===== src/design/sit_pkg.sv =====
package sit_pkg;

  // Number of register stages an item passes before the result register.
  localparam int unsigned FILL_STAGES = 3;

  // Orientation of a point relative to a directed segment.
  typedef enum logic [1:0] {
    TURN_COL = 2'd0,
    TURN_POS = 2'd1,
    TURN_NEG = 2'd2
  } turn_t;

  // The four orientations of one item.
  typedef struct packed {
    turn_t t1;
    turn_t t2;
    turn_t t3;
    turn_t t4;
  } turns_t;

  // Bounding-box containment of each endpoint in the other segment's box.
  typedef struct packed {
    logic c_in_ab;
    logic d_in_ab;
    logic a_in_cd;
    logic b_in_cd;
  } box_flags_t;

endpackage


===== src/design/sit_orient.sv =====
module sit_orient #(
  parameter int unsigned COORD_WIDTH = 16
) (
  input  logic                          clk,
  input  logic signed [COORD_WIDTH-1:0] a_x,
  input  logic signed [COORD_WIDTH-1:0] a_y,
  input  logic signed [COORD_WIDTH-1:0] b_x,
  input  logic signed [COORD_WIDTH-1:0] b_y,
  input  logic signed [COORD_WIDTH-1:0] c_x,
  input  logic signed [COORD_WIDTH-1:0] c_y,
  output sit_pkg::turn_t                turn
);

  localparam int unsigned DW = COORD_WIDTH + 1;
  localparam int unsigned PW = 2 * DW;

  logic signed [DW-1:0] dy_ab_r, dx_bc_r, dx_ab_r, dy_bc_r;
  logic signed [PW-1:0] lhs_r, rhs_r;
  sit_pkg::turn_t       turn_r, turn_nxt;

  // Stage one: coordinate differences, one bit wider than the coordinates.
  always_ff @(posedge clk) begin
    dy_ab_r <= {b_y[COORD_WIDTH-1], b_y} - {a_y[COORD_WIDTH-1], a_y};
    dx_bc_r <= {c_x[COORD_WIDTH-1], c_x} - {b_x[COORD_WIDTH-1], b_x};
    dx_ab_r <= {b_x[COORD_WIDTH-1], b_x} - {a_x[COORD_WIDTH-1], a_x};
    dy_bc_r <= {c_y[COORD_WIDTH-1], c_y} - {b_y[COORD_WIDTH-1], b_y};
  end

  // Stage two: the two exact products of the cross term.
  always_ff @(posedge clk) begin
    lhs_r <= dy_ab_r * dx_bc_r;
    rhs_r <= dx_ab_r * dy_bc_r;
  end

  // Stage three: the sign of the cross term, found by comparing the products.
  always_comb begin
    if (lhs_r == rhs_r) begin
      turn_nxt = sit_pkg::TURN_COL;
    end else if (lhs_r > rhs_r) begin
      turn_nxt = sit_pkg::TURN_POS;
    end else begin
      turn_nxt = sit_pkg::TURN_NEG;
    end
  end

  always_ff @(posedge clk) begin
    turn_r <= turn_nxt;
  end

  assign turn = turn_r;

endmodule


===== config.mk =====
export PLATFORM = sky130hd
export DESIGN_NAME = sit_orient
export DESIGN_NICKNAME = d
export VERILOG_FILES = /design/src/design/sit_pkg.sv /design/src/design/sit_orient.sv
export SDC_FILE = /design/constraint.sdc
export NUM_CORES = 2
export LEC_CHECK = 0
export BUFFER_PORTS_ARGS = -buffer_cell sky130_fd_sc_hd__buf_2
export CORE_UTILIZATION = 45
export CTS_CLUSTER_SIZE = 8
export DETAILED_ROUTE_END_ITERATION = 8
export SYNTH_ARGS = -nofsm -noshare
export SYNTH_HDL_FRONTEND = slang
export SYNTH_SLANG_ARGS = --single-unit

===== constraint.sdc =====
create_clock -name clk -period 14.2 [get_ports clk]
set_input_delay 2.84 -clock clk [delete_from_list [all_inputs] [get_ports clk]]
set_output_delay 2.84 -clock clk [all_outputs]
set_load 0.02 [all_outputs]

==> run metrics <==
status=finished clean; Crit. End Element=flop; first-pass GRT wire length=~110000 µm; Slew Viols, Final=0; DR vias/cell=5.10; GRT Util Overall=between 20% and 30%; worst hold path class=reg2reg; smallest setup slack after layout=7490 ps; gpl congestion=0.889; total CTS buffers=17; vias in the first global route=between 20k and 25k; TNS Setup=0 ps; placed cells=3921; Finished Core Util=48.6%; Syn Area/Cell=9.22 µm²; maximum root-to-sink buffer count=2; post-cts resize count=0; Mapped Area=28200 µm²; Worst EP arrival=between 7000 and 8000 ps; Vias=between 20k and 25k; clock-pin transition on the worst setup and hold timing paths=80 ps; Area Growth Syn to Fin=6.65%; initial antenna violation count=4; fin cells=3954; Ys Warns=0; DR iter-0 viols=1030; gr ovfl total=0; Die Ht=252 µm; HPWL Detailed=roughly 58000 µm; CTS tree=built; top post-synthesis cells by count=inv_1, fa_1, nand2_1; most common cell in the netlist=inv_1; Slew @ Worst Pin=between 800 and 900 ps; Starting Density=between 40% and 50%; Worst Path Required=about 15000 ps; crit share post-route=47.2%; Fmax=about 150 MHz; sequential-to-total area share from yosys stat=9.80%; hold buffer count at CTS=0; RSZ-0062 raised after global routing=false; clk sinks=138; largest net degree at the start of global routing=18; core area=61800 µm²; die area=around 64000 µm²; die width=about 250 µm; fin crit period=about 6700 ps; post-CTS setup buffer count=0; DRT Pass-1 Iters=5; Worst Setup Start Kind=flop; synth top area cells=fa_1, ha_1, dfxtp_1; Worst Skew=11.1 ps; final hold vios=0; endpoints failing setup=0; relative slew slack=43.2%; crit path max fanout=17; Max Cap Viol=0; post-synthesis sequential element count=138; clk_lat worst skew=460 ps; Synth Flop Type=dfxtp_1; Yosys cell types=62; PortBufs=98; # IOs=between 90 and 100; number of synthesized flops with an enable pin=0; DR WL/cell=16.9 µm; worst slack, placed=7540 ps; syn nets=4019; DRT Wirelength=66700 µm; fraction of layout cells with a size suffix above 1=4.69%; placement row count=91; Crit Path Class=reg2reg; H-tree depth=4; FFs w/ async S/R, synth=0%; # nets final=4064; Synth area leader=fa_1; Gate Count Post-Synth=3058; r2r worst-path depth=20; top cell type's share of synthesized area=42.3%; Hold Crit Depth=2; DRC viols=0; clk root buf=clkbuf_16; post-route ant nets=0
## placed cells by master, fill, tap and decap left out, types with 4 or more instances in the layout
cell type,count
a2111oi_0,9
a211oi_1,12
a21oi_1,81
and2_1,295
o211ai_1,5
nor2b_1,22
nand4_1,7
a211o_1,6
dfxtp_1,138
inv_8,4
inv_6,5
xor2_1,17
xnor2_1,89
o31a_1,5
o21ai_0,26
nand2_1,313
inv_1,724
buf_4,5
and3_1,16
nor2_1,110
a311oi_1,6
ha_1,268
nor3_1,30
buf_2,98
clkbuf_16,17
o21bai_1,6
nand3_1,24
fa_1,596
o21a_1,21
a31oi_1,6
or3_1,12
a21boi_1,9
nand2b_1,18
nor4_1,5
o21ai_1,23
a21o_1,33
## layout make-up
cell class	count	area, µm²
Inverter	724	2720
Fill cell	5864	31800
Multi-Input combinational cell	2119	22400
Timing Repair Buffer	103	528
Clock inverter	14	148
Sequential cell	138	2760
Clock buffer	18	439
Antenna cell	1	2.50
Tap cell	837	1050
## per-layer routing
layer / up-vias / GRT usage [%] / share of wire [%]
met4: 0 / 6.22 / 2.5
met5: - / 0 / 0
li1: 9306 / - / -
met3: 87 / 2.87 / 4.5
met1: 10300 / 29.6 / 44
met2: 478 / 38.5 / 49
## critical path: stages (launching register included)
cell      delay (ps)
dfxtp_1          700
nand2_1          210
inv_1            160
fa_1             550
fa_1             920
fa_1             540
fa_1             510
fa_1             490
inv_1             50
fa_1             470
inv_1             40
ha_1             330
a21o_1           190
a21o_1           180
a21o_1           150
a21oi_1          130
o21bai_1          90
or4_4            430
a31o_1           230
a21oi_2          140
xnor2_1          120
## logic make-up after synthesis
kind of cell | Yosys count | synth area share [%]
flip-flops | 138 | 9.80
adder cells (fa/ha/maj) | 864 | 54.2
AND/OR/NAND/NOR | 867 | 15.3
XOR/XNOR | 106 | 3.29
buffers and inverters | 801 | 10.7
AO/OA/AOI/OAI | 282 | 6.68
## metrics by stage
| step | area [µm²] | hold slack [ps] |
|---|---|---|
| 2_1_floorplan | 28200 | 502 |
| 3_3_place_gp | 29500 | 692 |
| 3_5_place_dp | 29500 | 690 |
| 4_1_cts | 30100 | 702 |
| 5_1_grt | 30100 | 714 |
| 6_report | 30100 | 698 |
## flip-flops by register name (all words and copies together), names as in the netlist
signal and cells:
dy_bc_r 17, turn 2, dx_bc_r 17, dx_ab_r 17, lhs_r 34, rhs_r 34
dy_ab_r 17
## final timing paths
path	startpoint	endpoint	slack, ps
setup reg to reg	dx_bc_r[2]$_DFF_P_	lhs_r[32]$_DFF_P_	7490
hold reg to reg	dx_bc_r[0]$_DFF_P_	lhs_r[0]$_DFF_P_	700
hold / removal	dx_bc_r[0]$_DFF_P_	lhs_r[0]$_DFF_P_	700
setup / recovery	dx_bc_r[2]$_DFF_P_	lhs_r[32]$_DFF_P_	7490
Power is not shown: default switching activity piles up to over one toggle a cycle in this logic, so the estimate is an artifact.
